==> config.mk <==
export PLATFORM = sky130hd
export DESIGN_NAME = vfcm_world_calc
export DESIGN_NICKNAME = d
export VERILOG_FILES = /design/src/rtl/core/vfcm_pkg.sv /design/src/rtl/core/vfcm_world_calc.sv
export SDC_FILE = /design/constraint.sdc
export NUM_CORES = 2
export LEC_CHECK = 0
export BUFFER_PORTS_ARGS = -buffer_cell sky130_fd_sc_hd__buf_2
export CELL_PAD_IN_SITES_DETAIL_PLACEMENT = 2
export CELL_PAD_IN_SITES_GLOBAL_PLACEMENT = 2
export CORE_ASPECT_RATIO = 0.7
export CORE_MARGIN = 4
export CORE_UTILIZATION = 41
export DETAILED_ROUTE_END_ITERATION = 8
export PLACE_DENSITY = 0.85
export SLEW_MARGIN = 15
export SYNTH_ARGS = -nofsm -noshare
export SYNTH_HDL_FRONTEND = slang
export SYNTH_SLANG_ARGS = --single-unit
==> constraint.sdc <==
create_clock -name clk_i -period 14.6 [get_ports clk_i]
set_clock_uncertainty 0.2 [all_clocks]
set_input_delay 1.46 -clock clk_i [delete_from_list [all_inputs] [get_ports clk_i]]
set_output_delay 1.46 -clock clk_i [all_outputs]
set_load 0.005 [all_outputs]
==> src/rtl/core/vfcm_pkg.sv <==
// Shared types, constants and lookup functions of the voxel face culling mesher.
package vfcm_pkg;

  // Chunk geometry
  localparam int unsigned CHUNK_EDGE = 16;
  localparam int unsigned CW         = (CHUNK_EDGE > 2) ? $clog2(CHUNK_EDGE) : 1;
  localparam int unsigned AW         = 2 * CW;
  localparam int unsigned ROWS       = 1 << AW;
  localparam int unsigned COORD_W    = 4;
  // Wide enough for any coordinate plus one and for the edge length itself
  localparam int unsigned NW         = 7;
  localparam logic [NW-1:0] EDGE_N   = NW'(CHUNK_EDGE);

  // Arithmetic widths
  localparam int unsigned SIZE_W = 24;
  localparam int unsigned PW     = COORD_W + 1 + SIZE_W;
  localparam int unsigned SW     = 34;

  // Command codes
  localparam logic [1:0] CMD_WRITE   = 2'd0;
  localparam logic [1:0] CMD_MESH    = 2'd1;
  localparam logic [1:0] CMD_RESTART = 2'd2;

  // Configuration register indexes
  localparam logic [1:0] REG_ORIGIN_X   = 2'd0;
  localparam logic [1:0] REG_ORIGIN_Y   = 2'd1;
  localparam logic [1:0] REG_ORIGIN_Z   = 2'd2;
  localparam logic [1:0] REG_VOXEL_SIZE = 2'd3;

  // Face codes
  localparam logic [2:0] FACE_PX = 3'd0;
  localparam logic [2:0] FACE_NX = 3'd1;
  localparam logic [2:0] FACE_PY = 3'd2;
  localparam logic [2:0] FACE_NY = 3'd3;
  localparam logic [2:0] FACE_PZ = 3'd4;
  localparam logic [2:0] FACE_NZ = 3'd5;

  typedef struct packed {
    logic [1:0]         cmd;
    logic [COORD_W-1:0] voxel_x;
    logic [COORD_W-1:0] voxel_y;
    logic [COORD_W-1:0] voxel_z;
    logic [15:0]        voxel_id;
  } in_item_t;

  typedef struct packed {
    logic               has_vertex;
    logic [2:0]         face;
    logic signed [31:0] world_x;
    logic signed [31:0] world_y;
    logic signed [31:0] world_z;
    logic               tex_u;
    logic               tex_v;
    logic [15:0]        vertex_index;
    logic               last;
  } out_item_t;

  typedef struct packed {
    logic signed [31:0] origin_x;
    logic signed [31:0] origin_y;
    logic signed [31:0] origin_z;
    logic [SIZE_W-1:0]  voxel_size;
  } cfg_t;

  // Captured voxel coordinates of the command at work
  typedef struct packed {
    logic [COORD_W-1:0] x;
    logic [COORD_W-1:0] y;
    logic [COORD_W-1:0] z;
  } coord_t;

  // World values for corner offsets 0 and 1 along each axis
  typedef struct packed {
    logic signed [31:0] wx0;
    logic signed [31:0] wx1;
    logic signed [31:0] wy0;
    logic signed [31:0] wy1;
    logic signed [31:0] wz0;
    logic signed [31:0] wz1;
  } world_t;

  typedef enum logic [2:0] {
    ST_CLEAR,
    ST_IDLE,
    ST_WR,
    ST_FETCH,
    ST_EMIT,
    ST_EMPTY
  } state_e;

  // Row of the occupancy memory: one row per (y, z), one bit per x
  function automatic logic [AW-1:0] row_addr(logic [NW-1:0] y, logic [NW-1:0] z);
    return {z[CW-1:0], y[CW-1:0]};
  endfunction

  // Corner offset {x, y, z} of a face corner, map space
  function automatic logic [2:0] face_corner(logic [2:0] face, logic [1:0] corner);
    logic [11:0] corners;
    case (face)
      FACE_PX: corners = 12'b110_111_101_100;
      FACE_NX: corners = 12'b001_011_010_000;
      FACE_PY: corners = 12'b011_111_110_010;
      FACE_NY: corners = 12'b100_101_001_000;
      FACE_PZ: corners = 12'b101_111_011_001;
      FACE_NZ: corners = 12'b010_110_100_000;
      default: corners = '0;
    endcase
    return corners[3*corner +: 3];
  endfunction

  // Lowest face whose bit is set
  function automatic logic [2:0] first_face(logic [5:0] mask);
    logic [2:0] f;
    f = '0;
    for (int i = 5; i >= 0; i--) begin
      if (mask[i]) f = 3'(i);
    end
    return f;
  endfunction

endpackage

==> src/rtl/core/vfcm_world_calc.sv <==
// Two-stage world coordinate unit: corner products, then origin add with saturation.
module vfcm_world_calc (
  input  logic            clk_i,
  input  vfcm_pkg::coord_t coord_i,
  input  vfcm_pkg::cfg_t   cfg_i,
  output vfcm_pkg::world_t world_o
);
  import vfcm_pkg::*;

  logic [PW-1:0] px0_q, px1_q, py0_q, py1_q, pz0_q, pz1_q;
  world_t        world_q;

  function automatic logic [PW-1:0] scale(logic [COORD_W:0] c, logic [SIZE_W-1:0] s);
    return PW'(c) * PW'(s);
  endfunction

  function automatic logic signed [31:0] sat_add(logic signed [31:0] org, logic [PW-1:0] p);
    logic signed [SW-1:0] sum;
    sum = SW'(org) + $signed({{(SW-PW){1'b0}}, p});
    if (sum[SW-1:31] == '0 || sum[SW-1:31] == '1) return sum[31:0];
    else if (sum[SW-1]) return 32'sh8000_0000;
    else return 32'sh7FFF_FFFF;
  endfunction

  // Stage 1: coordinate times voxel size, for corner offsets 0 and 1
  always_ff @(posedge clk_i) begin
    px0_q <= scale({1'b0, coord_i.x}, cfg_i.voxel_size);
    px1_q <= scale({1'b0, coord_i.x} + 1'b1, cfg_i.voxel_size);
    py0_q <= scale({1'b0, coord_i.z}, cfg_i.voxel_size);
    py1_q <= scale({1'b0, coord_i.z} + 1'b1, cfg_i.voxel_size);
    pz0_q <= scale({1'b0, coord_i.y}, cfg_i.voxel_size);
    pz1_q <= scale({1'b0, coord_i.y} + 1'b1, cfg_i.voxel_size);
  end

  // Stage 2: add origin, clamp to Q16.16 range; world Y follows map z, world Z map y
  always_ff @(posedge clk_i) begin
    world_q.wx0 <= sat_add(cfg_i.origin_x, px0_q);
    world_q.wx1 <= sat_add(cfg_i.origin_x, px1_q);
    world_q.wy0 <= sat_add(cfg_i.origin_y, py0_q);
    world_q.wy1 <= sat_add(cfg_i.origin_y, py1_q);
    world_q.wz0 <= sat_add(cfg_i.origin_z, pz0_q);
    world_q.wz1 <= sat_add(cfg_i.origin_z, pz1_q);
  end

  assign world_o = world_q;

endmodule

==> summary.json <==
{
  "fin_tns_setup": {"value": 0, "unit": "ns"},
  "design_power_total": {"value": 7330, "unit": "uW"},
  "place.port_buffers": {"value": 324},
  "postSynthNetCount": {"value": 5097},
  "insertion_delay": {"value": 0.60, "unit": "ns"},
  "worst_pin_slew": {"value": 1.10, "unit": "ns"},
  "io_pins": {"value": 325},
  "max_cap_viols": {"value": 0},
  "synth_enable_flop_cells": {"value": 0},
  "vias": {"value": 31500},
  "postCtsResizedCells": {"value": 0},
  "grt_antenna_before_repair": {"value": 14},
  "ff2ff_path_depth": {"value": 13},
  "vias_per_cell": {"value": 5.56},
  "cts_num_sinks": {"value": 363},
  "netlist_top_cells_area": {"value": "dfxtp_1 (20%), fa_1 (19%), ha_1 (13%), and2_1 (5.5%), inv_1 (5.1%)"},
  "die_width": {"value": 363, "unit": "um"},
  "power_leakage": {"value": 0.0204, "unit": "uW"},
  "cpMostUsedCell": {"value": "fa_1"},
  "path_max_fanout": {"value": 50},
  "avgSynthCellArea": {"value": 8.53, "unit": "um^2"},
  "layout_min_cycle_time": {"value": 7.66, "unit": "ns"},
  "finalNetCount": {"value": 5327},
  "grt_max_degree": {"value": 51},
  "postSynth.asyncResetShare": {"value": 0, "unit": "%"},
  "clockRootBuffer": {"value": "clkbuf_16"},
  "grt_setup_unrepaired": {"value": "no"},
  "critical-path-slowest-cell": {"value": "and3_1"},
  "yosysUniqueCellTypes": {"value": 84},
  "drc": {"value": 0},
  "required_time_worst_endpoint": {"value": 14.91, "unit": "ns"},
  "netlist_instances": {"value": 4247},
  "ys_ff_latch": {"value": 363},
  "cts_buffers": {"value": 41},
  "worstPathArrival": {"value": 7.97, "unit": "ns"},
  "globalRoute.totalOverflow": {"value": 0},
  "finalHoldViolCount": {"value": 0},
  "via_count_of_the_first_global_routing_pass": {"value": 36100},
  "detailedPlacementHpwl": {"value": 96.0, "unit": "mm"},
  "area_delta_synth_final": {"value": 11.5, "unit": "%"},
  "cts.clk_slew.worst_paths": {"value": 0.07, "unit": "ns"},
  "floorplan.rows": {"value": 90},
  "fmax": {"value": 0.131, "unit": "GHz"},
  "startpoint_type_of_the_worst_setup_path": {"value": "input port"},
  "max_slew_margin": {"value": 26.5, "unit": "%"},
  "vdd_ir_drop_max": {"value": 0.0799, "unit": "mV"},
  "layout-drive-gt1-share": {"value": 10.2, "unit": "%"},
  "hold_path_end": {"value": "world_o[32]"},
  "r2r-start": {"value": "px0_q[1]"},
  "crit_chain": {"value": "buf_2 -> buf_4 -> ha_1 -> and3_1 -> nand2_1 -> fa_1 -> fa_1 -> fa_1 -> inv_1 -> ha_1 -> a21o_1 -> a21oi_1 -> nor2b_1 -> o21a_1 -> o41a_1 -> a41o_1 -> a41o_1 -> o41ai_2 -> o21ai_1 -> a221oi_2 -> xnor2_1"},
  "setup.worst_path.class": {"value": "in2reg"},
  "run_status": {"value": "completed"},
  "cts_buffer_depth": {"value": 3},
  "final-max-slew-violation-count": {"value": 0},
  "cts-htree-levels": {"value": 2},
  "fp.dieArea": {"value": 93200, "unit": "um^2"},
  "synth_top_area_cell": {"value": "dfxtp_1"},
  "p_per_area": {"value": 181, "unit": "nW/um^2"},
  "count_of_hold_buffers_inserted_by_post_cts_repair": {"value": 0},
  "pwr-share-clk": {"value": 16.4, "unit": "%"},
  "totalWireLength": {"value": 130, "unit": "mm"},
  "worst_setup_path_end_kind": {"value": "flip-flop"},
  "design.core.area": {"value": 86800, "unit": "um^2"},
  "yosysWarnings": {"value": 0},
  "detailedRoute.firstIterationViolations": {"value": 1529},
  "starting_density": {"value": 41.7, "unit": "%"},
  "track_usage": {"value": 27.5, "unit": "%"},
  "delay_contributed_by_the_slowest_stage_of_the_critical_path": {"value": 0.71, "unit": "ns"},
  "pwr-share-seq": {"value": 22.8, "unit": "%"},
  "worst_r2r_endpoint": {"value": "world_o[188]"},
  "regToRegSetupSlack": {"value": 9.36, "unit": "ns"},
  "place_congestion": {"value": 0.836},
  "cts_tree": {"value": "built"},
  "die_h": {"value": 257, "unit": "um"},
  "post-route-period-util": {"value": 52.5, "unit": "%"},
  "yosysTopAreaCellShare": {"value": 20.1, "unit": "%"},
  "postCtsSetupBuffers": {"value": 0},
  "power.switching_fraction": {"value": 45.4, "unit": "%"},
  "hold_path.class": {"value": "reg2reg"},
  "post_drt_wl_per_cell": {"value": 23.0, "unit": "um"},
  "internal_power": {"value": 4000, "unit": "uW"},
  "register_area_share_after_synthesis": {"value": 20.1, "unit": "%"},
  "synth.cells.most_frequent": {"value": "inv_1 (489), nand2_1 (444), ha_1 (381)"},
  "drt-pass1-iter-count": {"value": 5},
  "worstHoldPathCells": {"value": 3},
  "ant_nets": {"value": 0},
  "comb_power_share": {"value": 60.8, "unit": "%"},
  "worst_hold_startpoint": {"value": "pz0_q[0]"},
  "syn_area": {"value": 36200, "unit": "um^2"},
  "wire_length_of_the_first_global_routing_pass": {"value": 205, "unit": "mm"},
  "yosys.cell_count.top_type": {"value": "inv_1"},
  "report.final.setup_viol": {"value": 0},
  "synth-main-ff-cell": {"value": "dfxtp_1"},
  "power.switching": {"value": 3330, "unit": "uW"}
}
power groups by stage:
stage	sequential (uW)	clock (uW)	combinational [uW]
floorplan	1650	0	2920
finish	1670	1200	4460
global placement	1670	0	4010
CTS	1670	1230	4450
global route	1710	1260	4940
detailed placement	1690	0	4290
flip-flops by register name, summed over array words and instances, names as in the netlist:
register / flops
px0_q: 28
px1_q: 29
py0_q: 28
py1_q: 29
pz0_q: 28
pz1_q: 29
world_o: 192
area by class of cell:
cell class	instances	area, um^2
clock buffers	51	1170
clock inverters	25	353
repair buffers	342	1760
well taps	1150	1440
diodes	8	20.0
inverters	490	1840
multi-input cells	3239	26500
fillers	9563	46400
flip-flops and latches	363	7270
cell families (layout without fill, tap and decap cells):
family	Yosys count	count (layout)	share of synthesized area (%)
adder cells (fa/ha/maj)	720	720	31.8
buffers and inverters	645	908	6.73
multiplexers	3	3	0.0864
AO/OA/AOI/OAI	880	880	15.4
XOR/XNOR	288	288	6.96
other	0	8	0
flip-flops	363	363	20.1
AND/OR/NAND/NOR	1348	1348	19.0
how the worst max path moves through the flow:
stage	startpoint	to	slack [ns]
after floorplan	coord_i[6]	pz1_q[28]	7.81
after global placement	coord_i[4]	pz1_q[28]	6.81
after detailed placement	coord_i[4]	pz1_q[28]	6.42
after CTS	coord_i[4]	pz1_q[28]	7.02
after global routing	coord_i[8]	px1_q[28]	6.52
final	coord_i[4]	pz1_q[28]	6.94
worst max-delay path: cells and delay by family:
family	cells	cell delay (ns)
and+or+nand+nor	3	0.95
adders and majority gates	5	2.11
AOI/OAI and AO/OA	9	2.68
xor gates and xnor gates	1	0.14
buffers and inverters	3	0.58
per-stage QoR:
| stage | instance area [um^2] | utilization, % | cells | hold slack, ns | setup WS, ns |
|---|---|---|---|---|---|
| after floorplan | 36200 | - | 4247 | 0.353 | 7.81 |
| after global placement | 38800 | 44.7 | 5584 | 0.397 | 6.81 |
| after detailed placement | 38800 | 44.7 | 5584 | 0.390 | 6.42 |
| after CTS | 40400 | 46.5 | 5660 | 0.413 | 7.02 |
| after global routing | 40400 | 46.5 | 5668 | 0.460 | 6.52 |
| final | 40400 | 46.5 | 5668 | 0.412 | 6.94 |
per-layer routing:
metal,track usage [%],vias up,share of wire [%]
met5,0,-,0.056
met4,9.66,10,3.5
met3,3.38,290,3.6
met2,49.1,649,50
met1,34.0,16100,43
li1,-,14400,-
cells in the final DEF (no fill, tap or decap), types with 98 or more instances in the layout:
cell,n
inv_1,489
nand2_1,444
ha_1,381
dfxtp_1,363
fa_1,336
buf_2,324
and2_1,320
a21oi_1,282
xnor2_1,168
nor2_1,154
a21o_1,148
o21ai_0,130
nand2b_1,121
xor2_1,120
nor2b_1,98
Power figures use the tool's default switching activity.
